==> config.mk <==
export PLATFORM = sky130hd
export DESIGN_NAME = rcq_cfg_regs
export DESIGN_NICKNAME = d
export VERILOG_FILES = /design/src/design/rcq_pkg.sv /design/src/design/rcq_cfg_regs.sv
export SDC_FILE = /design/constraint.sdc
export NUM_CORES = 1
export LEC_CHECK = 0
export ABC_AREA = 1
export BUFFER_PORTS_ARGS = -buffer_cell sky130_fd_sc_hd__buf_4
export CAP_MARGIN = 25
export CORE_MARGIN = 10
export CORE_UTILIZATION = 50
export DETAILED_ROUTE_END_ITERATION = 10
export GPL_TIMING_DRIVEN = 0
export PLACE_DENSITY = 0.79
export SETUP_SLACK_MARGIN = 0.4
export SYNTH_ARGS = -nofsm -noshare
export SYNTH_HDL_FRONTEND = slang
export SYNTH_SLANG_ARGS = --single-unit
==> constraint.sdc <==
create_clock -name clk -period 0.9 [get_ports clk]
set_input_delay 0.135 -clock clk [delete_from_list [all_inputs] [get_ports clk]]
set_output_delay 0.135 -clock clk [all_outputs]
set_load 0.02 [all_outputs]
==> src/design/rcq_pkg.sv <==
// Shared types and constants for the RC override qualifier and mirror.
`default_nettype none
package rcq_pkg;

	localparam int PULSE_W = 16;
	localparam int COUNT_W = 4;
	localparam int CFG_IDX_W = 3;

	// register indexes on the configuration port
	localparam logic [CFG_IDX_W-1:0] CFG_OVERRIDE_THRESHOLD = 3'd0;
	localparam logic [CFG_IDX_W-1:0] CFG_MIN_VALID_PULSE = 3'd1;
	localparam logic [CFG_IDX_W-1:0] CFG_SERVO_MIN = 3'd2;
	localparam logic [CFG_IDX_W-1:0] CFG_SERVO_MAX = 3'd3;
	localparam logic [CFG_IDX_W-1:0] CFG_CONFIRM_COUNT = 3'd4;

	localparam logic [PULSE_W-1:0] RST_OVERRIDE_THRESHOLD = 16'd1700;
	localparam logic [PULSE_W-1:0] RST_MIN_VALID_PULSE = 16'd100;
	localparam logic [PULSE_W-1:0] RST_SERVO_MIN = 16'd1000;
	localparam logic [PULSE_W-1:0] RST_SERVO_MAX = 16'd2000;
	localparam logic [COUNT_W-1:0] RST_CONFIRM_COUNT = 4'd3;

	// reported qualifier state codes
	localparam logic [1:0] QS_MIRRORING = 2'd0;
	localparam logic [1:0] QS_CONFIRM_OVERRIDE = 2'd1;
	localparam logic [1:0] QS_OVERRIDE_ACTIVE = 2'd2;
	localparam logic [1:0] QS_CONFIRM_MIRROR = 2'd3;

	typedef struct packed {
		logic [PULSE_W-1:0] override_threshold_us;
		logic [PULSE_W-1:0] min_valid_pulse_us;
		logic [PULSE_W-1:0] servo_min_us;
		logic [PULSE_W-1:0] servo_max_us;
		logic [COUNT_W-1:0] confirm_count;
	} rcq_cfg_t;

	typedef struct packed {
		logic active;
		logic [1:0] state_code;
	} rcq_status_t;

endpackage
`default_nettype wire

==> src/design/rcq_cfg_regs.sv <==
// Configuration register file with plain write port.
`default_nettype none
module rcq_cfg_regs
	import rcq_pkg::*;
(
	input  wire logic                 clk,
	input  wire logic                 arst_n,
	input  wire logic                 cfg_we,
	input  wire logic [CFG_IDX_W-1:0] cfg_index,
	input  wire logic [PULSE_W-1:0]   cfg_data,
	output rcq_cfg_t                  cfg
);

	rcq_cfg_t cfg_q;

	always_ff @(posedge clk or negedge arst_n) begin
		if (!arst_n) begin
			cfg_q.override_threshold_us <= RST_OVERRIDE_THRESHOLD;
			cfg_q.min_valid_pulse_us <= RST_MIN_VALID_PULSE;
			cfg_q.servo_min_us <= RST_SERVO_MIN;
			cfg_q.servo_max_us <= RST_SERVO_MAX;
			cfg_q.confirm_count <= RST_CONFIRM_COUNT;
		end else if (cfg_we) begin
			unique case (cfg_index)
				CFG_OVERRIDE_THRESHOLD: cfg_q.override_threshold_us <= cfg_data;
				CFG_MIN_VALID_PULSE: cfg_q.min_valid_pulse_us <= cfg_data;
				CFG_SERVO_MIN: cfg_q.servo_min_us <= cfg_data;
				CFG_SERVO_MAX: cfg_q.servo_max_us <= cfg_data;
				CFG_CONFIRM_COUNT: cfg_q.confirm_count <= cfg_data[COUNT_W-1:0];
				default: ;
			endcase
		end
	end

	assign cfg = cfg_q;

endmodule
`default_nettype wire

==> impl_metrics.yaml <==
timing:
  slew_headroom_pct: 59.7
  min_period_ns: 1.17
  finalHoldViolations: 46
  finalMaxSlewViolations: 0
  rsz0062_at_grt: "yes"
  setup_viol: 68
  whs_ns: -0.225
  worst_pin_slew_ns: 0.604
  timing.final.ws_setup_ns: -0.266
  max_clock_freq_ghz: 0.858
  finalSetupTns_ns: -12.18
  skew_ns: 0
  period_share_pct: 130
setup_path:
  crit_required_ns: 0.76
  crit_family: "flip-flops"
  r2r_cells: 4
  crit_buf_inv: 1
  crit_chain: "buf_6"
  worst_r2r_endpoint: "cfg[26]"
  cp-start-kind: "register"
  cp.arrival_ns: 1.03
  critical_path_class: "register to output pin"
  rrSetupSlack_ns: 0
  slowest_stage: "dfstp_2"
  endpoint_kind: "output pin"
  cp_max_fo: 2
  reg2reg_from: "cfg[26]"
  cpPeakStageDelay_ns: 0.56
pwr:
  power_density_nw_per_um2: 2140
  p_total_mw: 10.6
  irDropWorstVdd_v: 0.00134
  leakage_nw: 2.43
yosys:
  synth_top_family_by_area: "simple AND/OR/NAND/NOR gates"
  yosys.area.top_type: "dfrtp_1"
  synth-compound-area-share_pct: 0
  syn-cell-area_um2: 2780
  ys_warn_count: 0
  synth_mux_area_share_pct: 0
  synth.distinct_cells: 14
  syn_avg_cell_area_um2: 9.10
  synthAdderAreaFrac_pct: 0
  synth.top_cell.area_share_pct: 41.5
  synth_xor_area_share_pct: 0
  syn_nets: 327
  ys_seq_elements: 68
  synthSimpleGateAreaFrac_pct: 33.4
  syn_inst: 305
  seq_area_frac_synth_pct: 62.3
  synth_area_leaders: "dfrtp_1, nand2_1, dfstp_2, nand3_1, buf_4"
clock_tree:
  cts_root_buf: "clkbuf_8"
  clk_latency_ns: 0.34
  cts_made_buffers: 9
  cts_sinks: 68
  path_clk_slew_ns: 0.07
  cts_buffer_depth: 2
  cts_tree: "built"
  htreeDepth: 3
floorplanning:
  rows: 27
  coreArea_um2: 5440
  die_x_um: 94.5
  dieArea_um2: 8930
  start_util_pct: 51.0
  io_pins: 90
  die-height_um: 94.5
finish:
  multi_input_area_um2: 1170
  register_area_um2: 1790
  final_cells: 527
  fin_util_pct: 91.4
  largest_reg_flops: 68
  final_cell_mix: "buf_6, nand2_1, nand3_1"
  n_antenna_cell: 0
  layout-drive-gt1-share_pct: 65.3
  nFillCells: 201
  fin_nets: 472
  area_growth_pct: 79.0
global_route:
  grt_max_degree: 69
  grt_overflow: 0
  use_met2_pct: 34.8
  grt_util_met3_pct: 6.98
  antenna_found_initial: 0
  grtUsageMet1_pct: 23.3
  grt_pass1_wl_um: 14300
  grt_pass1_vias: 2741
  grtUsageTotal_pct: 20.9
  busiest_layer: "met2"
placement:
  placedCellCount: 466
  place_congestion: 0.871
  port_buffers: 89
  place_ws_ns: -0.164
  place_hpwl_um: 5640
routing:
  avgRoutedWirePerCell_um: 21.9
  initialDrtViolationCount: 250
  vias: 2929
  drt_first_pass_iters: 7
  viasPerCell: 5.56
  ant_nets: 0
  drt-total-wl_um: 11500
  drc: 0
run:
  cap_violations: 0
min_path:
  hp-class: "primary input to async pin"
outcome:
  outcome: "finished with violations"
  violations: "negative hold slack, negative setup slack"
-- area by class of cell --
type / instances / share of cell area, %
sequential: 68 / 36.0
clock buffer: 13 / 3.40
inverter: 6 / 0.705
buffer: 14 / 3.30
tap: 72 / 1.81
clock inverter: 3 / 0.403
timing repair buffer: 134 / 30.8
multi-input combinational: 217 / 23.6
-- worst max path at each step --
stage	startpoint	end	slack, ns	cells past startpoint
3_3_place_gp	cfg_index[0]	cfg[53]	-0.15	6
3_5_place_dp	cfg_index[0]	cfg[53]	-0.16	6
5_1_grt	cfg[38]	cfg[38]	-0.28	1
2_1_floorplan	cfg_index[0]	cfg[30]	0.14	5
6_report	cfg[38]	cfg[38]	-0.27	1
4_1_cts	cfg[13]	cfg[13]	-0.25	1
-- cell families (layout without fill, tap and decap cells) --
group | count (synthesis) | after routing
buffers and inverters | 20 | 170
and+or+nand+nor | 217 | 217
DFF | 68 | 68
-- power breakdown --
part / internal (mW) / total (mW) / switching (mW)
Clock: 1.22 / 2.42 / 1.19
Sequential: 3.85 / 4.39 / 0.548
Combinational: 1.92 / 3.83 / 1.90
-- Yosys cell counts --
library cell / instances
buf_6: 2
nor2_1: 1
buf_4: 6
buf_2: 5
nand2_2: 4
dfstp_2: 22
dfrtp_1: 46
nand3_1: 52
nand2_1: 156
buf_1: 1
nor2_8: 1
inv_1: 5
nor2_4: 3
inv_2: 1
-- repair_timing --
action / in CTS / in global routing
buffers inserted: 22 / 17
gates resized for setup: 108 / 85
setup endpoints to repair: 182 / 136
hold endpoints to repair: 46 / 46
pin swaps: 46 / 34
gates cloned: 2 / 4
-- per-stage QoR --
| stage | cell area, um2 | hold WS (ns) |
|---|---|---|
| after global routing | 4970 | -0.195 |
| after CTS | 4460 | -0.198 |
| after detailed placement | 3620 | 0.293 |
| after floorplan | 2870 | -0.161 |
| final | 4970 | -0.225 |
| after global placement | 3620 | 0.288 |
-- worst reg2reg max path: cells and delay by family, from the launching register on --
kind	cells	cell delay, ns
buffers and inverters	2	0.18
DFF	1	0.55
and+or+nand+nor	2	0.11
-- metal layers --
| layer | share of wire, % | wire, um |
|---|---|---|
| met1 | 35 | 4040 |
| met2 | 52 | 5960 |
| met3 | 9.6 | 1100 |
| met4 | 3.7 | 423 |
| met5 | 0 | 0 |
Note: power is estimated with default switching activity, not from simulation.
