## config.mk

```make
export PLATFORM = sky130hd
export DESIGN_NAME = rcq_clamp
export DESIGN_NICKNAME = d
export VERILOG_FILES = /design/src/design/rcq_pkg.sv /design/src/design/rcq_clamp.sv
export SDC_FILE = /design/constraint.sdc
export NUM_CORES = 1
export LEC_CHECK = 0
export ABC_AREA = 1
export BUFFER_PORTS_ARGS = -buffer_cell sky130_fd_sc_hd__buf_2
export CAP_MARGIN = 20
export CELL_PAD_IN_SITES_DETAIL_PLACEMENT = 0
export CELL_PAD_IN_SITES_GLOBAL_PLACEMENT = 1
export CORE_MARGIN = 3
export CORE_UTILIZATION = 25
export DETAILED_ROUTE_END_ITERATION = 8
export GPL_ROUTABILITY_DRIVEN = 0
export GPL_TIMING_DRIVEN = 0
export MAX_ROUTING_LAYER = met4
export PLACE_DENSITY_LB_ADDON = 0.08
export SLEW_MARGIN = 30
export SYNTH_ARGS = -nofsm -noshare
export SYNTH_HDL_FRONTEND = slang
export SYNTH_SLANG_ARGS = --single-unit
```

## constraint.sdc

```tcl
create_clock -name vclk -period 7.45
set_clock_uncertainty 0.05 [all_clocks]
set_input_delay 1.49 -clock vclk [all_inputs]
set_output_delay 1.49 -clock vclk [all_outputs]
set_load 0.02 [all_outputs]
```

## src/design/rcq_pkg.sv

```systemverilog
// Shared types and constants for the RC override qualifier and mirror.
`default_nettype none
package rcq_pkg;

	localparam int PULSE_W = 16;
	localparam int COUNT_W = 4;
	localparam int CFG_IDX_W = 3;

	// register indexes on the configuration port
	localparam logic [CFG_IDX_W-1:0] CFG_OVERRIDE_THRESHOLD = 3'd0;
	localparam logic [CFG_IDX_W-1:0] CFG_MIN_VALID_PULSE = 3'd1;
	localparam logic [CFG_IDX_W-1:0] CFG_SERVO_MIN = 3'd2;
	localparam logic [CFG_IDX_W-1:0] CFG_SERVO_MAX = 3'd3;
	localparam logic [CFG_IDX_W-1:0] CFG_CONFIRM_COUNT = 3'd4;

	localparam logic [PULSE_W-1:0] RST_OVERRIDE_THRESHOLD = 16'd1700;
	localparam logic [PULSE_W-1:0] RST_MIN_VALID_PULSE = 16'd100;
	localparam logic [PULSE_W-1:0] RST_SERVO_MIN = 16'd1000;
	localparam logic [PULSE_W-1:0] RST_SERVO_MAX = 16'd2000;
	localparam logic [COUNT_W-1:0] RST_CONFIRM_COUNT = 4'd3;

	// reported qualifier state codes
	localparam logic [1:0] QS_MIRRORING = 2'd0;
	localparam logic [1:0] QS_CONFIRM_OVERRIDE = 2'd1;
	localparam logic [1:0] QS_OVERRIDE_ACTIVE = 2'd2;
	localparam logic [1:0] QS_CONFIRM_MIRROR = 2'd3;

	typedef struct packed {
		logic [PULSE_W-1:0] override_threshold_us;
		logic [PULSE_W-1:0] min_valid_pulse_us;
		logic [PULSE_W-1:0] servo_min_us;
		logic [PULSE_W-1:0] servo_max_us;
		logic [COUNT_W-1:0] confirm_count;
	} rcq_cfg_t;

	typedef struct packed {
		logic active;
		logic [1:0] state_code;
	} rcq_status_t;

endpackage
`default_nettype wire

```

## src/design/rcq_clamp.sv

```systemverilog
// Command pulse qualification and servo range clamp.
`default_nettype none
module rcq_clamp
	import rcq_pkg::*;
(
	input  wire logic               active,
	input  wire logic [PULSE_W-1:0] command_pulse_us,
	input  wire rcq_cfg_t           cfg,
	output logic                    mirror_valid,
	output logic [PULSE_W-1:0]      mirror_pulse_us
);

	logic [PULSE_W-1:0] clamped;

	// min is checked first; inverted: below min gives min, else max
	always_comb begin
		if (command_pulse_us < cfg.servo_min_us) begin
			clamped = cfg.servo_min_us;
		end else if (command_pulse_us > cfg.servo_max_us) begin
			clamped = cfg.servo_max_us;
		end else begin
			clamped = command_pulse_us;
		end
	end

	assign mirror_valid = !active && (command_pulse_us > cfg.min_valid_pulse_us) &&
		(clamped != '0);
	assign mirror_pulse_us = mirror_valid ? clamped : '0;

endmodule
`default_nettype wire

```

==> flow_summary.yaml, run 1 <==
worst_setup_path:
  path_common_cell: "nand2_1"
  path_class: "in2out"
  crit_path_end_kind: "output port"
  path_buf_inv: 5
  crit_chain: "buf_2 -> ha_1 -> a21oi_1 -> nand2_1 -> nand2_1 -> nand3_1 -> nand2_1 -> nand2_2 -> inv_2 -> buf_2 -> nand2_1 -> nand2_1 -> nor2_1 -> nand2_1 -> nor2_1 -> nand2_2 -> nand2_4 -> buf_12 -> nor2_2 -> buf_2"
  cp-start-kind: "primary input"
  critical_path.top_delay_family: "simple AND/OR/NAND/NOR gates"
  worstPathArrival_ps: 4000
  required_ps: 5910
  crit_path_max_incr_delay_ps: 310
  cp_slowest_cell: "ha_1"
  crit_fanout: 10
final_layout:
  multiInputGateArea_sq_um: 1549
  flops_and_latches: 0
  syn2layout_area_growth_pct: 27.48
  nNetsFinal: 563
  clkbuf_count: 0
  area.sequential_sq_um: 0
  drive_gt1_frac: 0.2541
  fillers: 876
  num_antenna_cells: 0
sta:
  slew_violations: 0
  timing.final.crit_period_ps: 5544
  rsz0062_at_grt: "false"
  hold_violations: 0
  finalHoldWorstSlack_ps: 3376
  timing.slew.headroom: 0.7703
  fmax_mhz: 180.4
  worstMarginPinSlew_ps: 343.8
  setup_violations: 0
  finalCritPeriodShare: 0.7442
  fin_tns_setup_ps: 0
global_route:
  grt_pass1_vias: 2168
  overflow: 0
  grt_first_pass_wirelength_mm: 9.984
  grt_max_degree: 11
  grt.total_usage: 0.1431
  antenna_found_initial: 0
synth:
  ys_types: 26
  ys_top_cells_by_area: "ha_1, nand2_1, inv_1"
  syn-num-nets: 479
  yosys_warnings: 0
  netlist_top_cells_count: "nand2_1, inv_1, ha_1"
  syn_inst: 347
  syn_area_sq_um: 1944
  yosysMostFrequentCell: "nand2_1"
  yosysTopAreaCellShare: 0.3024
  synth_area_leader_cell: "ha_1"
  ys_seq_area_frac: 0
  syn_area_per_cell_sq_um: 5.603
clocking:
  cts.hold.buffers_added: 0
  cts_setup_buffers: 0
  cts_resized: 0
power:
  power_leakage_nw: 1.671
  pwr-share-comb: 1.000
  vdd_drop_max_mv: 0.01627
  powerDensity_nw_per_um2: 69.38
  swShare: 0.6130
  pwr-share-clk: 0
  p_sw_w: 0.0001054
  seqPwrFrac: 0
  cell_internal_pwr_w: 0.00006654
die:
  dieWidth_um: 94.19
  pin_count: 102
  die_h_um: 94.19
  rows: 31
  fp.coreArea_sq_um: 7408
  die_area_sq_um: 8872
  initial_core_util: 0.2625
min_path:
  min-delay-path-class: "in2out"
  hold_path_depth: 6
  hp-start: "cfg[24]"
  hold_end: "mirror_pulse_us[4]"
drt:
  drt_wl_total_mm: 6.147
  ant_nets: 0
  drtIter0Drc: 24
  dr_total_vias: 2224
  drt_first_pass_iters: 3
  routed_via_density: 4.212
  drc: 0
  routedWlPerCell_um: 11.64
run:
  drv_cap: 0
status:
  status: "completed"
placed_design:
  place.detailed.hpwl_mm: 5.424
  io_buffer_count: 82
-- routing by layer --
metal | GRT usage | share of wire | vias up
met5 | - | 0 | -
met4 | 0 | 0 | 0
met3 | 0.001603 | 0.029 | 0
met2 | 0.2701 | 0.50 | 40
met1 | 0.1816 | 0.47 | 941
li1 | - | - | 1243
-- area by class of cell --
type | instances | area share
Multi-Input combinational cell | 251 | 0.6249
Timing Repair Buffer | 82 | 0.1656
Inverter | 90 | 0.1363
Tap cell | 99 | 0.04997
Buffer | 6 | 0.02322
-- worst min-delay path: cells and delay by family --
kind / cells / cell delay, ps
buf+inv: 3 / 300
simple gates: 3 / 140
-- power by group through the flow --
stage          clock network (W)  logic [W]  registers, W
2_1_floorplan                  0   0.000116             0
3_3_place_gp                   0   0.000175             0
3_5_place_dp                   0   0.000176             0
4_1_cts                        0   0.000177             0
5_1_grt                        0   0.000201             0
6_report                       0   0.000172             0
-- cells in the final DEF, fill, tap and decap left out --
cell        n
buf_6       2
nand3_4     1
o21ai_0     4
inv_1      87
nor3b_1     1
a21oi_1    14
nor2_1     28
nor2_2     10
nand3_1    38
a21o_1      2
o211ai_1    1
a31oi_1     1
a211oi_1    1
nand2_1    90
nand4_1     3
nor3_1      1
ha_1       47
buf_2      85
buf_12      1
nor3_4      1
a21oi_2     1
o2111ai_1   1
inv_2       3
nand2_4     3
o211a_1     1
nand2_2     2
-- through the flow --
step	cells	cell area (sq um)	setup WS [ps]	total power (W)	util
after floorplan	347	1944	2557	0.0001160	-
after global placement	528	2479	1821	0.0001752	0.3346
after detailed placement	528	2479	1818	0.0001761	0.3346
after CTS	528	2479	1820	0.0001768	0.3346
after global routing	528	2479	1573	0.0002015	0.3346
final	528	2479	1906	0.0001720	0.3346
-- worst max-delay path by stage --
stage,slack [ps],startpoint,cells after the start,endpoint
finish,1910,command_pulse_us[3],20,mirror_pulse_us[9]
global route,1570,command_pulse_us[5],20,mirror_pulse_us[9]
CTS,1820,command_pulse_us[3],20,mirror_pulse_us[9]
detailed placement,1820,command_pulse_us[3],20,mirror_pulse_us[9]
global placement,1820,command_pulse_us[3],20,mirror_pulse_us[7]
floorplan,2560,cfg[19],18,mirror_pulse_us[10]
-- cells by family after synthesis --
group / share of synthesized area
AOI/OAI and AO/OA: 0.07916
adders and majority gates: 0.3024
buffers and inverters: 0.2033
and+or+nand+nor: 0.4151
(Power assumes the default switching activity.)
==> run 2, diff against run 1 <==
ABC_AREA = 0   (was 1)
clock period = 4.7 ns   (was 7.45 ns; I/O delays follow)
==> run 2 against run 1 <==
Net effect:
- total power increased by 36%
- largest power group unchanged
- first-iteration DRC count increased by 50%
- setup slack got worse by 1500 ps
- flip-flop and latch count unchanged
- final cell count decreased by 25%
==> flow_summary.yaml, run 2 <==
status:
  status: "completed"
synth:
  netlist_top_cells_count: "ha_1, inv_1, nor2_1"
  syn_area_sq_um: 1699
  syn_inst: 235
  ys_seq_area_frac: 0
  syn-num-nets: 367
  ys_top_cells_by_area: "ha_1, inv_1, mux2i_1"
  yosysTopAreaCellShare: 0.3461
  ys_types: 30
  yosys_warnings: 0
  synth_area_leader_cell: "ha_1"
  syn_area_per_cell_sq_um: 7.230
worst_setup_path:
  crit_path_end_kind: "output port"
  crit_path_max_incr_delay_ps: 540
  path_class: "in2out"
  crit_chain: "buf_2 -> inv_1 -> ha_1 -> nand4_2 -> or4_4 -> a21o_1 -> a31oi_1 -> buf_6 -> buf_12 -> mux2i_1 -> a211oi_1 -> buf_2"
  critical_path.top_delay_family: "buffers and inverters"
  cp-start-kind: "primary input"
  crit_fanout: 10
  required_ps: 3710
  cp_slowest_cell: "or4_4"
  path_common_cell: "buf_2"
  path_buf_inv: 5
  worstPathArrival_ps: 3350
sta:
  setup_violations: 0
  fin_tns_setup_ps: 0
  setup_ws_ps: 362.1
  timing.final.crit_period_ps: 4338
  hold_violations: 0
  finalCritPeriodShare: 0.9230
  slew_violations: 0
  rsz0062_at_grt: "false"
  fmax_mhz: 230.5
  timing.slew.headroom: 0.6089
  worstMarginPinSlew_ps: 571.9
global_route:
  grt_max_degree: 11
  grt_pass1_vias: 2020
  grt.total_usage: 0.1604
  overflow: 0
  antenna_found_initial: 0
  grt_first_pass_wirelength_mm: 9.749
drt:
  routedWlPerCell_um: 15.32
  dr_total_vias: 1921
  ant_nets: 0
  drc: 0
  drtIter0Drc: 36
  routed_via_density: 4.876
  drt_wl_total_mm: 6.038
  drt_first_pass_iters: 4
placed_design:
  postPlaceCellArea_sq_um: 2206
  dp_worst_setup_slack_ps: 322.7
  place.detailed.hpwl_mm: 5.523
  io_buffer_count: 82
die:
  die_area_sq_um: 7822
  die_h_um: 88.44
  dieWidth_um: 88.44
  pin_count: 102
  initial_core_util: 0.2631
  fp.coreArea_sq_um: 6459
  rows: 29
power:
  cell_internal_pwr_w: 0.00009898
  vdd_drop_max_mv: 0.02319
  powerDensity_nw_per_um2: 106.1
  p_sw_w: 0.0001352
  pwr-share-clk: 0
  power_leakage_nw: 1.250
  pwr-share-comb: 1.000
  swShare: 0.5773
  seqPwrFrac: 0
final_layout:
  nNetsFinal: 451
  drive_gt1_frac: 0.2713
  area.sequential_sq_um: 0
  clkbuf_count: 0
  fillers: 726
  syn2layout_area_growth_pct: 29.82
  fin_area_sq_um: 2206
  fin_util: 0.3415
  flops_and_latches: 0
  mostFrequentLayoutCells: "buf_2, inv_1, ha_1, nor2_1, a211oi_1"
  num_antenna_cells: 0
  layout_commonest_cell: "buf_2"
clocking:
  cts_resized: 0
  cts_setup_buffers: 0
  cts.hold.buffers_added: 0
run:
  drv_cap: 0
min_path:
  min-delay-path-class: "in2out"
## run 2: changes by cell type after synthesis, moves of 13 or more
cell	delta
inv_1	-40
nor4_1	+13
nand2_1	-86
a211oi_1	+17
nand3_1	-36
mux2i_1	+17
## run 2: worst paths after layout
| check | depth (start not counted) | slack [ps] | start | to |
|---|---|---|---|---|
| worst max-delay path | 12 | 360 | cfg[19] | mirror_valid |
| worst min-delay path | 4 | 2250 | cfg[33] | mirror_pulse_us[13] |
## run 2: stage by stage
step	total power [W]	instances	hold slack (ps)
2_1_floorplan	0.0001455	235	2016
3_3_place_gp	0.0002365	394	2251
3_5_place_dp	0.0002358	394	2250
4_1_cts	0.0002371	394	2251
5_1_grt	0.0002662	394	2270
6_report	0.0002341	394	2249
## run 2: layout make-up
cell class / count / area, sq um / area share
inverters: 47 / 176.4 / 0.07998
repair buffers: 82 / 410.4 / 0.1860
well taps: 77 / 96.34 / 0.04368
multi-input cells: 180 / 1469 / 0.6659
plain buffers: 8 / 53.80 / 0.02439
## run 2: routing by layer
layer  part of all wire  GRT usage  vias up
met2               0.49     0.2848       50
met3              0.039   0.002793        0
met1               0.47     0.2160      832
met4                  0   0.002747        0
li1                   -          -     1039
met5                  0          -        -
## run 2: kinds of logic (layout without fill, tap and decap cells)
family | count (synthesis) | after routing | synth area share
AOI/OAI and AO/OA | 59 | 59 | 0.2415
and+or+nand+nor | 57 | 57 | 0.1767
buffers and inverters | 55 | 137 | 0.1355
adders and majority gates | 47 | 47 | 0.3461
muxes | 17 | 17 | 0.1001
## run 2: power groups by stage
stage | registers (W) | clock network, W | logic [W]
after global routing | 0 | 0 | 0.000266
after global placement | 0 | 0 | 0.000237
final | 0 | 0 | 0.000234
after detailed placement | 0 | 0 | 0.000236
after CTS | 0 | 0 | 0.000237
after floorplan | 0 | 0 | 0.000145
==> run 3, diff against run 2 <==
MAX_ROUTING_LAYER = default   (was met4)
SETUP_SLACK_MARGIN = 0.15   (was default)
==> run 3 against run 2 <==
Net effect:
- hold slack better by 0.61 ps
- total power barely moved
- maximum frequency hardly changed
- core utilization unchanged
- combinational power barely moved
- largest cell class unchanged
- largest power group unchanged
==> flow_summary.yaml, run 3 (same netlist as run 2, synthesis figures left out) <==
status:
  status: "completed"
worst_setup_path:
  cp-start-kind: "primary input"
  crit_fanout: 10
  crit_start: "cfg[19]"
  required_ps: 3710
  worstPathArrival_ps: 3350
  crit_path_end_kind: "output port"
  path_class: "in2out"
final_layout:
  syn2layout_area_growth_pct: 29.82
  layout.cells.non_filler: 394
  clkbuf_count: 0
  num_antenna_cells: 0
  flops_and_latches: 0
  multiInputGateArea_sq_um: 1469
  mostFrequentLayoutCells: "buf_2, inv_1, ha_1, nor2_1, a211oi_1"
  layout_commonest_cell: "buf_2"
  fillers: 726
  nNetsFinal: 451
  drive_gt1_frac: 0.2713
  area.sequential_sq_um: 0
global_route:
  grt_pass1_vias: 2025
  grt_max_degree: 11
  overflow: 0
  grt.total_usage: 0.1557
  antenna_found_initial: 0
  grt_first_pass_wirelength_mm: 9.749
sta:
  fin_tns_setup_ps: 0
  worstMarginPinSlew_ps: 572.0
  rsz0062_at_grt: "false"
  finalCritPeriodShare: 0.9226
  setup_violations: 0
  timing.final.crit_period_ps: 4336
  hold_violations: 0
  slew_violations: 0
  timing.slew.headroom: 0.6088
  fmax_mhz: 230.6
  setup_ws_ps: 363.7
power:
  pwr-share-clk: 0
  seqPwrFrac: 0
  power_leakage_nw: 1.250
  swShare: 0.5775
  vdd_drop_max_mv: 0.02319
  powerDensity_nw_per_um2: 106.2
  pwr-share-comb: 1.000
  cell_internal_pwr_w: 0.00009898
  p_sw_w: 0.0001353
  finalPower_w: 0.0002343
clocking:
  cts_resized: 0
  cts_setup_buffers: 0
  cts.hold.buffers_added: 0
drt:
  drt_first_pass_iters: 4
  drtIter0Drc: 39
  drt_wl_total_mm: 6.047
  routedWlPerCell_um: 15.35
  routed_via_density: 4.876
  ant_nets: 0
  drc: 0
  dr_total_vias: 1921
placed_design:
  place.detailed.hpwl_mm: 5.523
  io_buffer_count: 82
  dp_worst_setup_slack_ps: 322.7
  dp.cells: 394
die:
  pin_count: 102
  initial_core_util: 0.2631
  die_h_um: 88.44
  rows: 29
  fp.coreArea_sq_um: 6459
  die_area_sq_um: 7822
  dieWidth_um: 88.44
run:
  drv_cap: 0
min_path:
  hp-start: "cfg[33]"
  min-delay-path-class: "in2out"
==> run 3: cell counts in the layout (fill, tap and decap cells not counted) <==
Identical to the previous run, type by type.
==> run 3: per-stage QoR <==
stage	instance area, sq um	util	hold slack (ps)
4_1_cts	2206	0.3415	2251
6_report	2206	0.3415	2249
3_3_place_gp	2206	0.3415	2251
2_1_floorplan	1699	-	2016
3_5_place_dp	2206	0.3415	2250
5_1_grt	2206	0.3415	2270
==> run 3: layout make-up <==
type                            count  area share
Multi-Input combinational cell    180      0.6659
Inverter                           47     0.07998
Timing Repair Buffer               82      0.1860
Tap cell                           77     0.04368
Buffer                              8     0.02439
==> run 3: power groups by stage <==
stage,registers (W),clock network [W],logic [W]
6_report,0,0,0.000234
5_1_grt,0,0,0.000266
4_1_cts,0,0,0.000237
3_5_place_dp,0,0,0.000236
3_3_place_gp,0,0,0.000237
2_1_floorplan,0,0,0.000145
==> run 3: critical path: stages <==
cell and delay [ps]:
buf_2 130, inv_1 50, ha_1 300, nand4_2 140, or4_4 540, a21o_1 170
a31oi_1 170, buf_6 190, buf_12 150, mux2i_1 90, a211oi_1 270, buf_2 210
==> run 3: per-layer routing <==
metal / track usage / wire length (um) / up-vias
met5: 0 / 0 / -
met4: 0.002747 / 0 / 0
met3: 0.004655 / 241 / 0
met2: 0.2848 / 2944 / 43
met1: 0.2149 / 2861 / 840
li1: - / - / 1038
==> run 3: final timing paths <==
kind,to,depth (start not counted)
setup / recovery,mirror_pulse_us[6],12
hold / removal,mirror_pulse_us[13],4
