## config.mk

```make
export PLATFORM = sky130hd
export DESIGN_NAME = rcq_qualifier
export DESIGN_NICKNAME = d
export VERILOG_FILES = /design/src/design/rcq_pkg.sv /design/src/design/rcq_qualifier.sv
export SDC_FILE = /design/constraint.sdc
export NUM_CORES = 1
export LEC_CHECK = 0
export ABC_CLOCK_PERIOD_IN_PS = 3900
export BUFFER_PORTS_ARGS = -buffer_cell sky130_fd_sc_hd__buf_2
export CORE_AREA = 4 4 88 90
export CTS_CLUSTER_SIZE = 24
export DETAILED_ROUTE_END_ITERATION = 16
export DIE_AREA = 0 0 92 94
export PLACE_DENSITY = 0.52
export REMOVE_ABC_BUFFERS = 1
export SYNTH_ARGS = -nofsm -noshare
export SYNTH_HDL_FRONTEND = slang
export SYNTH_SLANG_ARGS = --single-unit
```

## constraint.sdc

```tcl
create_clock -name clk -period 3.9 [get_ports clk]
set_input_delay 0.78 -clock clk [delete_from_list [all_inputs] [get_ports clk]]
set_output_delay 0.78 -clock clk [all_outputs]
set_load 0.05 [all_outputs]
```

## src/design/rcq_pkg.sv

```systemverilog
// Shared types and constants for the RC override qualifier and mirror.
`default_nettype none
package rcq_pkg;

	localparam int PULSE_W = 16;
	localparam int COUNT_W = 4;
	localparam int CFG_IDX_W = 3;

	// register indexes on the configuration port
	localparam logic [CFG_IDX_W-1:0] CFG_OVERRIDE_THRESHOLD = 3'd0;
	localparam logic [CFG_IDX_W-1:0] CFG_MIN_VALID_PULSE = 3'd1;
	localparam logic [CFG_IDX_W-1:0] CFG_SERVO_MIN = 3'd2;
	localparam logic [CFG_IDX_W-1:0] CFG_SERVO_MAX = 3'd3;
	localparam logic [CFG_IDX_W-1:0] CFG_CONFIRM_COUNT = 3'd4;

	localparam logic [PULSE_W-1:0] RST_OVERRIDE_THRESHOLD = 16'd1700;
	localparam logic [PULSE_W-1:0] RST_MIN_VALID_PULSE = 16'd100;
	localparam logic [PULSE_W-1:0] RST_SERVO_MIN = 16'd1000;
	localparam logic [PULSE_W-1:0] RST_SERVO_MAX = 16'd2000;
	localparam logic [COUNT_W-1:0] RST_CONFIRM_COUNT = 4'd3;

	// reported qualifier state codes
	localparam logic [1:0] QS_MIRRORING = 2'd0;
	localparam logic [1:0] QS_CONFIRM_OVERRIDE = 2'd1;
	localparam logic [1:0] QS_OVERRIDE_ACTIVE = 2'd2;
	localparam logic [1:0] QS_CONFIRM_MIRROR = 2'd3;

	typedef struct packed {
		logic [PULSE_W-1:0] override_threshold_us;
		logic [PULSE_W-1:0] min_valid_pulse_us;
		logic [PULSE_W-1:0] servo_min_us;
		logic [PULSE_W-1:0] servo_max_us;
		logic [COUNT_W-1:0] confirm_count;
	} rcq_cfg_t;

	typedef struct packed {
		logic active;
		logic [1:0] state_code;
	} rcq_status_t;

endpackage
`default_nettype wire

```

## src/design/rcq_qualifier.sv

```systemverilog
// Debounce state machine for the override channel.
`default_nettype none
module rcq_qualifier
	import rcq_pkg::*;
(
	input  wire logic               clk,
	input  wire logic               arst_n,
	input  wire logic               step,
	input  wire logic [PULSE_W-1:0] override_pulse_us,
	input  wire rcq_cfg_t           cfg,
	output rcq_status_t             status_next
);

	typedef enum logic [3:0] {
		ST_MIRRORING        = 4'b0001,
		ST_CONFIRM_OVERRIDE = 4'b0010,
		ST_OVERRIDE_ACTIVE  = 4'b0100,
		ST_CONFIRM_MIRROR   = 4'b1000
	} qual_state_t;

	qual_state_t state_q, state_d;
	logic [COUNT_W-1:0] true_cnt_q, true_cnt_d, true_inc;
	logic [COUNT_W-1:0] false_cnt_q, false_cnt_d, false_inc;
	logic active_q, active_d;
	logic [COUNT_W-1:0] need;
	logic meas;

	// count of zero acts as one
	assign need = (cfg.confirm_count == '0) ? COUNT_W'(1) : cfg.confirm_count;
	assign meas = (override_pulse_us > cfg.min_valid_pulse_us) &&
		(override_pulse_us >= cfg.override_threshold_us);
	assign true_inc = (&true_cnt_q) ? true_cnt_q : true_cnt_q + COUNT_W'(1);
	assign false_inc = (&false_cnt_q) ? false_cnt_q : false_cnt_q + COUNT_W'(1);

	always_comb begin
		state_d = state_q;
		true_cnt_d = true_cnt_q;
		false_cnt_d = false_cnt_q;
		active_d = active_q;
		unique case (state_q)
			ST_MIRRORING: begin
				if (meas) begin
					if (need == COUNT_W'(1)) begin
						state_d = ST_OVERRIDE_ACTIVE;
						active_d = 1'b1;
						true_cnt_d = '0;
						false_cnt_d = '0;
					end else begin
						state_d = ST_CONFIRM_OVERRIDE;
						true_cnt_d = COUNT_W'(1);
					end
				end else begin
					true_cnt_d = '0;
					false_cnt_d = '0;
					active_d = 1'b0;
				end
			end
			ST_CONFIRM_OVERRIDE: begin
				if (meas) begin
					true_cnt_d = true_inc;
					if (true_inc >= need) begin
						state_d = ST_OVERRIDE_ACTIVE;
						active_d = 1'b1;
						true_cnt_d = '0;
						false_cnt_d = '0;
					end
				end else begin
					state_d = ST_MIRRORING;
					true_cnt_d = '0;
					false_cnt_d = '0;
					active_d = 1'b0;
				end
			end
			ST_OVERRIDE_ACTIVE: begin
				if (meas) begin
					false_cnt_d = '0;
				end else if (need == COUNT_W'(1)) begin
					state_d = ST_MIRRORING;
					active_d = 1'b0;
					true_cnt_d = '0;
					false_cnt_d = '0;
				end else begin
					state_d = ST_CONFIRM_MIRROR;
					false_cnt_d = COUNT_W'(1);
				end
			end
			ST_CONFIRM_MIRROR: begin
				if (!meas) begin
					false_cnt_d = false_inc;
					if (false_inc >= need) begin
						state_d = ST_MIRRORING;
						active_d = 1'b0;
						true_cnt_d = '0;
						false_cnt_d = '0;
					end
				end else begin
					state_d = ST_OVERRIDE_ACTIVE;
					active_d = 1'b1;
					false_cnt_d = '0;
				end
			end
			default: begin
				state_d = ST_MIRRORING;
				true_cnt_d = '0;
				false_cnt_d = '0;
				active_d = 1'b0;
			end
		endcase
	end

	always_ff @(posedge clk or negedge arst_n) begin
		if (!arst_n) begin
			state_q <= ST_MIRRORING;
			true_cnt_q <= '0;
			false_cnt_q <= '0;
			active_q <= 1'b0;
		end else if (step) begin
			state_q <= state_d;
			true_cnt_q <= true_cnt_d;
			false_cnt_q <= false_cnt_d;
			active_q <= active_d;
		end
	end

	always_comb begin
		status_next.active = active_d;
		unique case (state_d)
			ST_MIRRORING: status_next.state_code = QS_MIRRORING;
			ST_CONFIRM_OVERRIDE: status_next.state_code = QS_CONFIRM_OVERRIDE;
			ST_OVERRIDE_ACTIVE: status_next.state_code = QS_OVERRIDE_ACTIVE;
			ST_CONFIRM_MIRROR: status_next.state_code = QS_CONFIRM_MIRROR;
			default: status_next.state_code = QS_MIRRORING;
		endcase
	end

endmodule
`default_nettype wire

```

==> results of run 1 <==
[worst max-delay path, cell delays in order (launching register included)]
cell and delay [ps]:
dfrtp_2 440, ha_4 170, and3_4 180, xnor2_2 200
ha_4 230, nand2b_1 130, a21o_1 180, a21o_1 200
a2111oi_4 440, o21ai_1 110, a21oi_1 180, or2_4 160
buf_8 140
[per-stage QoR]
stage               cell area, µm²  std cells  util, %
floorplan                     2008        248        -
global placement              2515        417    35.63
detailed placement            2515        417    35.63
CTS                           2586        422    36.64
global route                  2679        423    37.95
finish                        2679        423    37.95
[what timing repair did]
action	4_1_cts	5_1_grt
endpoints found under the setup margin	3	3
hold buffers	0	0
pin swaps	1	6
buffers inserted	1	1
gates resized for setup	5	19
[synth_stat cells (2+ instances only)]
cell type	n
a2111oi_0	2
a211o_1	2
a211oi_1	5
a21o_1	11
a21oi_1	15
a31oi_1	2
a32oi_1	2
and2_1	2
and3_1	3
and4_1	2
clkbuf_1	6
dfrtp_1	12
ha_1	42
inv_1	41
mux2_2	4
nand2_1	9
nand2b_1	5
nand3_1	9
nand4_1	6
nor2_1	19
nor2b_1	2
nor3_1	5
o21ai_0	14
o22ai_1	2
or2_2	3
xnor2_1	3
[flip-flops by register name, indices dropped and copies added, names as in the netlist]
name,flops
state_q,4
false_cnt_q,4
true_cnt_q,4
active_q,1
[power by group through the flow]
| stage | combinational [mW] | sequential (mW) | clock (mW) |
|---|---|---|---|
| 2_1_floorplan | 0.176 | 0.164 | 0 |
| 3_3_place_gp | 0.273 | 0.171 | 0 |
| 3_5_place_dp | 0.275 | 0.171 | 0 |
| 4_1_cts | 0.280 | 0.169 | 0.132 |
| 5_1_grt | 0.329 | 0.171 | 0.136 |
| 6_report | 0.291 | 0.170 | 0.127 |
[layout make-up]
type / instances / area (µm²)
clock buffer: 4 / 45.04
fill: 769 / 4380
inverter: 42 / 157.7
multi-input combinational: 193 / 1612
sequential: 13 / 327.8
tap: 99 / 123.9
timing repair buffer: 72 / 412.9
[cells by family (layout without fill, tap and decap cells)]
group,after synthesis,in the layout
AND/OR/NAND/NOR,72,72
adder cells (fa/ha/maj),42,42
multiplexers,5,5
AO/OA/AOI/OAI,71,71
XOR/XNOR,3,3
flip-flops,13,13
buffers and inverters,49,118
[layer usage]
metal,vias to the layer above,track usage (%)
met2,50,22.32
li1,1061,-
met4,0,3.094
met5,-,0
met3,7,1.603
met1,924,17.41
[worst min-delay path by stage]
stage | start | end | slack, ps | cells after the start
finish | arst_n | state_q[1] | 420 | 1
global route | arst_n | state_q[2] | 450 | 1
detailed placement | true_cnt_q[1] | true_cnt_q[1] | 560 | 1
floorplan | arst_n | active_q | 480 | 0
global placement | true_cnt_q[1] | true_cnt_q[1] | 550 | 1
CTS | arst_n | state_q[2] | 440 | 1
==> impl_metrics.tcl, run 1 <==
set metrics [dict create \
    cts_max_level 1 \
    fmax_mhz 264.1 \
    worstPathRequired_ps 3120 \
    clk_path_buf_depth 2 \
    p_sw_share_pct 40.78 \
    synth.distinct_cells 53 \
    dieArea_mm2 0.008648 \
    syn-cell-area_mm2 0.002038 \
    end_kind "primary output" \
    startpoint_type "register" \
    final.setup_skew_ps 3.824 \
    vdd_drop_max_mv 0.1084 \
    p_total_uw 588.0 \
    seq_area_frac_synth_pct 16.02 \
    final_cell_mix "54 x buf_2, 41 x inv_1, 40 x ha_1" \
    place.gp.congestion 0.7866 \
    path_class "reg -> out" \
    r2r-end "true_cnt_q[1]" \
    p_leak_nw 1.428 \
    synth_top_family_by_area "compound AO/OA/AOI/OAI gates" \
    min_path_type "in -> async" \
    setup_viol 0 \
    timing.slew.headroom_pct 72.57 \
    port_buffers 57 \
    synth_seq_cells 13 \
    ant_nets 0 \
    reg2reg_depth 12 \
    synth.area.mux_share_pct 2.701 \
    cts-root-buf "clkbuf_8" \
    syn_area_per_cell_um2 7.993 \
    tightestPinTransition_ps 401.1 \
    timing.final.max_slew_violations 0 \
    regToRegSetupSlack_ps 800 \
    power.switching_uw 239.8 \
    start_util_pct 28.87 \
    synth_warnings 0 \
    synthFlopType "dfrtp_1" \
    drive_above_1_share_pct 31.79 \
    final_common_cell "buf_2" \
    synth_simple_gate_area_share_pct 19.15 \
    clockPowerShare_pct 21.6 \
    yosysTopAreaCell "ha_1" \
    dp_hpwl_um 4523 \
    hold_violations 0 \
    setup.worst_path.end "status_next[2]" \
    numCtsBuffers 3 \
    synth_edf_count 0 \
    holdWs_ps 417.9 \
    finalCritPeriodShare_pct 97.08 \
    wl_met2_um 2505 \
    p_int_uw 348.2 \
    tns_ps 0 \
    synthArstFlopShare_pct 100.0 \
    area_delta_synth_final_pct 31.43 \
    grt_first_pass_wirelength_um 9363 \
    grt_max_degree 14 \
    drt_iter0_markers 88 \
    wl_met1_um 2704 \
    clk_latency_ps 250 \
    die_h_um 94 \
    rows 31 \
    overflow 0 \
    arrival_ps 3010 \
    p_comb_share_pct 49.5 \
    r2r-start "false_cnt_q[0]" \
    top_layer_used "met4" \
    place_ws_ps -48.73 \
    dieWidth_um 92 \
    drc_errors 0 \
    path_max_fanout 4 \
    grt_antenna_before_repair 0 \
    nets 454 \
    numClockSinks 13 \
    grt_pass1_vias 2051 \
    wire_per_inst_um 12.98 \
    synth_compound_area_share_pct 25.84 \
    diodes 0 \
    power-per-cell-area_mw_per_mm2 219.5 \
    status "completed" \
    clkTransAtPathRegs_ps 60 \
    fin_crit_ps 3786 \
    fin_ws_ps 113.9 \
    seq_power_share_pct 28.9 \
    pin_count 90 \
    synth_xor_area_share_pct 1.289 \
    via_per_inst 4.827 \
    cap_violations 0 \
    fp.coreArea_mm2 0.007059 \
    cts_tree "yes" \
    worstSetupStartpoint "false_cnt_q[0]" \
    synth_area_leaders "ha_1 26%, dfrtp_1 15%, inv_1 7.6%" \
    netlist.area_leader.share_pct 25.78 \
    route.met3.wl_um 214 \
    wl_um 5491 \
    synth_cells 255 \
    route.vias.total 2042 \
    synth-adder-area-share_pct 25.78 \
    track_usage_pct 13.03 \
    drtPass1Iterations 4 \
]
Power figures use the tool's default switching activity.
==> inputs of run 2 (changes only) <==
--- a/config.mk
+++ b/config.mk
@@ -5,13 +5,14 @@
 export SDC_FILE = /design/constraint.sdc
 export NUM_CORES = 1
 export LEC_CHECK = 0
+export ABC_AREA = 1
 export ABC_CLOCK_PERIOD_IN_PS = 3900
 export BUFFER_PORTS_ARGS = -buffer_cell sky130_fd_sc_hd__buf_2
-export CORE_AREA = 4 4 88 90
+export CORE_AREA = 4 4 91 93
 export CTS_CLUSTER_SIZE = 24
 export DETAILED_ROUTE_END_ITERATION = 16
-export DIE_AREA = 0 0 92 94
-export PLACE_DENSITY = 0.52
+export DIE_AREA = 0 0 95 97
+export PLACE_DENSITY = 0.51
 export REMOVE_ABC_BUFFERS = 1
 export SYNTH_ARGS = -nofsm -noshare
 export SYNTH_HDL_FRONTEND = slang
==> impl_metrics.tcl, run 2 <==
set metrics [dict create \
    grt_max_degree 14 \
    synth.distinct_cells 34 \
    status "completed" \
    p_leak_nw 1.614 \
    tightestPinTransition_ps 392.0 \
    end_kind "primary output" \
    top_regs "false_cnt_q x4, state_q x4, true_cnt_q x4" \
    yosysTopAreaCell "ha_1" \
    final_core_util_pct 34.82 \
    hold_violations 0 \
    clk_latency_ps 250 \
    numCtsBuffers 3 \
    timing.final.max_slew_violations 0 \
    reg2reg_depth 16 \
    setup.worst_path.end "status_next[1]" \
    port_buffers 57 \
    fillers 850 \
    clk_path_buf_depth 2 \
    r2r-start "true_cnt_q[0]" \
    power-per-cell-area_mw_per_mm2 214.9 \
    yosys-top-cells-count "81 x nand2_1, 71 x inv_1, 42 x ha_1" \
    vdd_drop_max_mv 0.09562 \
    grt_antenna_before_repair 0 \
    drtPass1Iterations 4 \
    holdWs_ps 415.5 \
    drt_iter0_markers 53 \
    dieWidth_um 95 \
    cts-root-buf "clkbuf_8" \
    post_cts_buffers 0 \
    wire_per_inst_um 10.13 \
    synthArstFlopShare_pct 100.0 \
    fin_crit_ps 3664 \
    die_h_um 97 \
    dp_hpwl_um 4389 \
    route.met3.wl_um 160 \
    final_common_cell "nand2_1" \
    synthFlopType "dfrtp_1" \
    syn-cell-area_mm2 0.002172 \
    drive_above_1_share_pct 25.52 \
    final.setup_skew_ps 3.839 \
    wl_met1_um 2275 \
    top_layer_used "met4" \
    worstPathRequired_ps 3120 \
    setup_viol 0 \
    wl_um 4921 \
    netlist.area_leader.share_pct 24.19 \
    overflow 0 \
    pin_count 90 \
    synth_warnings 0 \
    diodes 0 \
    r2r-end "state_q[2]" \
    clkTransAtPathRegs_ps 60 \
    worstSetupStartpoint "true_cnt_q[0]" \
    place.gp.congestion 0.7901 \
    wl_met2_um 2429 \
    ant_nets 0 \
    synth_most_common_cell "nand2_1" \
    tns_ps 0 \
    cts_max_level 1 \
    seq_area_frac_synth_pct 15.03 \
    fmax_mhz 272.9 \
    timing.slew.headroom_pct 73.77 \
    synth_area_leaders "ha_1 24%, nand2_1 14%, dfrtp_1 14%" \
    cts_hold_buf 0 \
    cap_violations 0 \
    path_class "reg -> out" \
    area_delta_synth_final_pct 20.68 \
    finalCritPeriodShare_pct 93.96 \
    cts_tree "yes" \
    grt_pass1_vias 2058 \
    track_usage_pct 11.35 \
    synth_seq_cells 13 \
    fp.coreArea_mm2 0.007527 \
    via_per_inst 4.249 \
    rows 32 \
    startpoint_type "register" \
    drc_errors 0 \
    arrival_ps 2880 \
    grt_first_pass_wirelength_um 8790 \
    synth_edf_count 0 \
    path_max_fanout 7 \
    rsz0062_at_grt "no" \
    regToRegSetupSlack_ps 1300 \
    final_cell_mix "81 x nand2_1, 71 x inv_1, 56 x buf_2" \
    route.vias.total 2065 \
    dieArea_mm2 0.009215 \
    synth_cells 324 \
    numClockSinks 13 \
    nets 514 \
    start_util_pct 28.86 \
    syn_area_per_cell_um2 6.704 \
    min_path_type "in -> async" \
]
==> run 2: cell count changes after synthesis, moves of 6 or more <==
| cell | previous run | this run |
|---|---|---|
| inv_1 | 41 | 71 |
| a21o_1 | 11 | 0 |
| o21ai_0 | 14 | 8 |
| nand2_1 | 9 | 81 |
| clkbuf_1 | 6 | 0 |
| nand2_2 | 0 | 9 |
==> run 2: worst min-delay path by stage <==
stage / from / to / slack (ps) / cells after the start
2_1_floorplan: state_q[0] / state_q[0] / 450 / 2
3_3_place_gp: state_q[0] / state_q[0] / 470 / 2
3_5_place_dp: state_q[0] / state_q[0] / 480 / 2
4_1_cts: arst_n / false_cnt_q[2] / 430 / 1
5_1_grt: arst_n / false_cnt_q[2] / 430 / 1
6_report: arst_n / false_cnt_q[2] / 420 / 1
==> run 2: cell type report <==
type | count | area, µm² | share of cell area, %
Multi-Input combinational cell | 234 | 1538 | 58.66
Sequential cell | 13 | 326.6 | 12.46
Timing Repair Buffer | 59 | 302.8 | 11.55
Inverter | 74 | 280.3 | 10.69
Tap cell | 102 | 127.6 | 4.869
Clock buffer | 3 | 41.29 | 1.575
Clock inverter | 1 | 5.005 | 0.1909
==> run 2: logic make-up after synthesis <==
family	Yosys count	share of synthesized area (%)
DFF	13	15.03
AOI/OAI and AO/OA	33	8.583
muxes	2	0.9792
xor gates and xnor gates	3	1.210
and+or+nand+nor	154	35.60
adders and majority gates	42	24.19
buffers and inverters	77	14.40
==> run 2: worst max-delay path, stage by stage (launching register included) <==
cell	delay (ps)
dfrtp_1	430
ha_1	230
nand2_1	90
inv_1	50
nand2_1	100
mux2_2	360
ha_1	300
inv_1	50
nor2_1	90
o211ai_1	90
nand3_1	140
nor2_2	60
nand2_2	140
nand2_1	90
nor2_1	130
buf_2	280
==> run 2: layer usage <==
layer | GRT usage (%) | vias to the layer above
li1 | - | 1152
met1 | 14.99 | 882
met2 | 19.74 | 27
met3 | 1.477 | 4
met4 | 1.887 | 0
met5 | 0 | -
==> run 2: power by group <==
part | internal (mW) | switching [mW]
clock | 0.0708 | 0.0574
sequential | 0.146 | 0.0123
combinational | 0.104 | 0.172
==> run 2: through the flow <==
| stage | total power, mW | std cells | setup WS (ps) | cell area, µm² |
|---|---|---|---|---|
| 2_1_floorplan | 0.3532 | 321 | 450.8 | 2140 |
| 3_3_place_gp | 0.4335 | 482 | 443.4 | 2567 |
| 3_5_place_dp | 0.4379 | 482 | 432.0 | 2567 |
| 4_1_cts | 0.5682 | 486 | 183.5 | 2614 |
| 5_1_grt | 0.6221 | 486 | 15.36 | 2621 |
| 6_report | 0.5632 | 486 | 235.6 | 2621 |
==> run 2: repair_timing <==
item	4_1_cts	5_1_grt
setup endpoints to repair	0	2
endpoints found under the hold margin	0	0
gates resized for setup	0	4
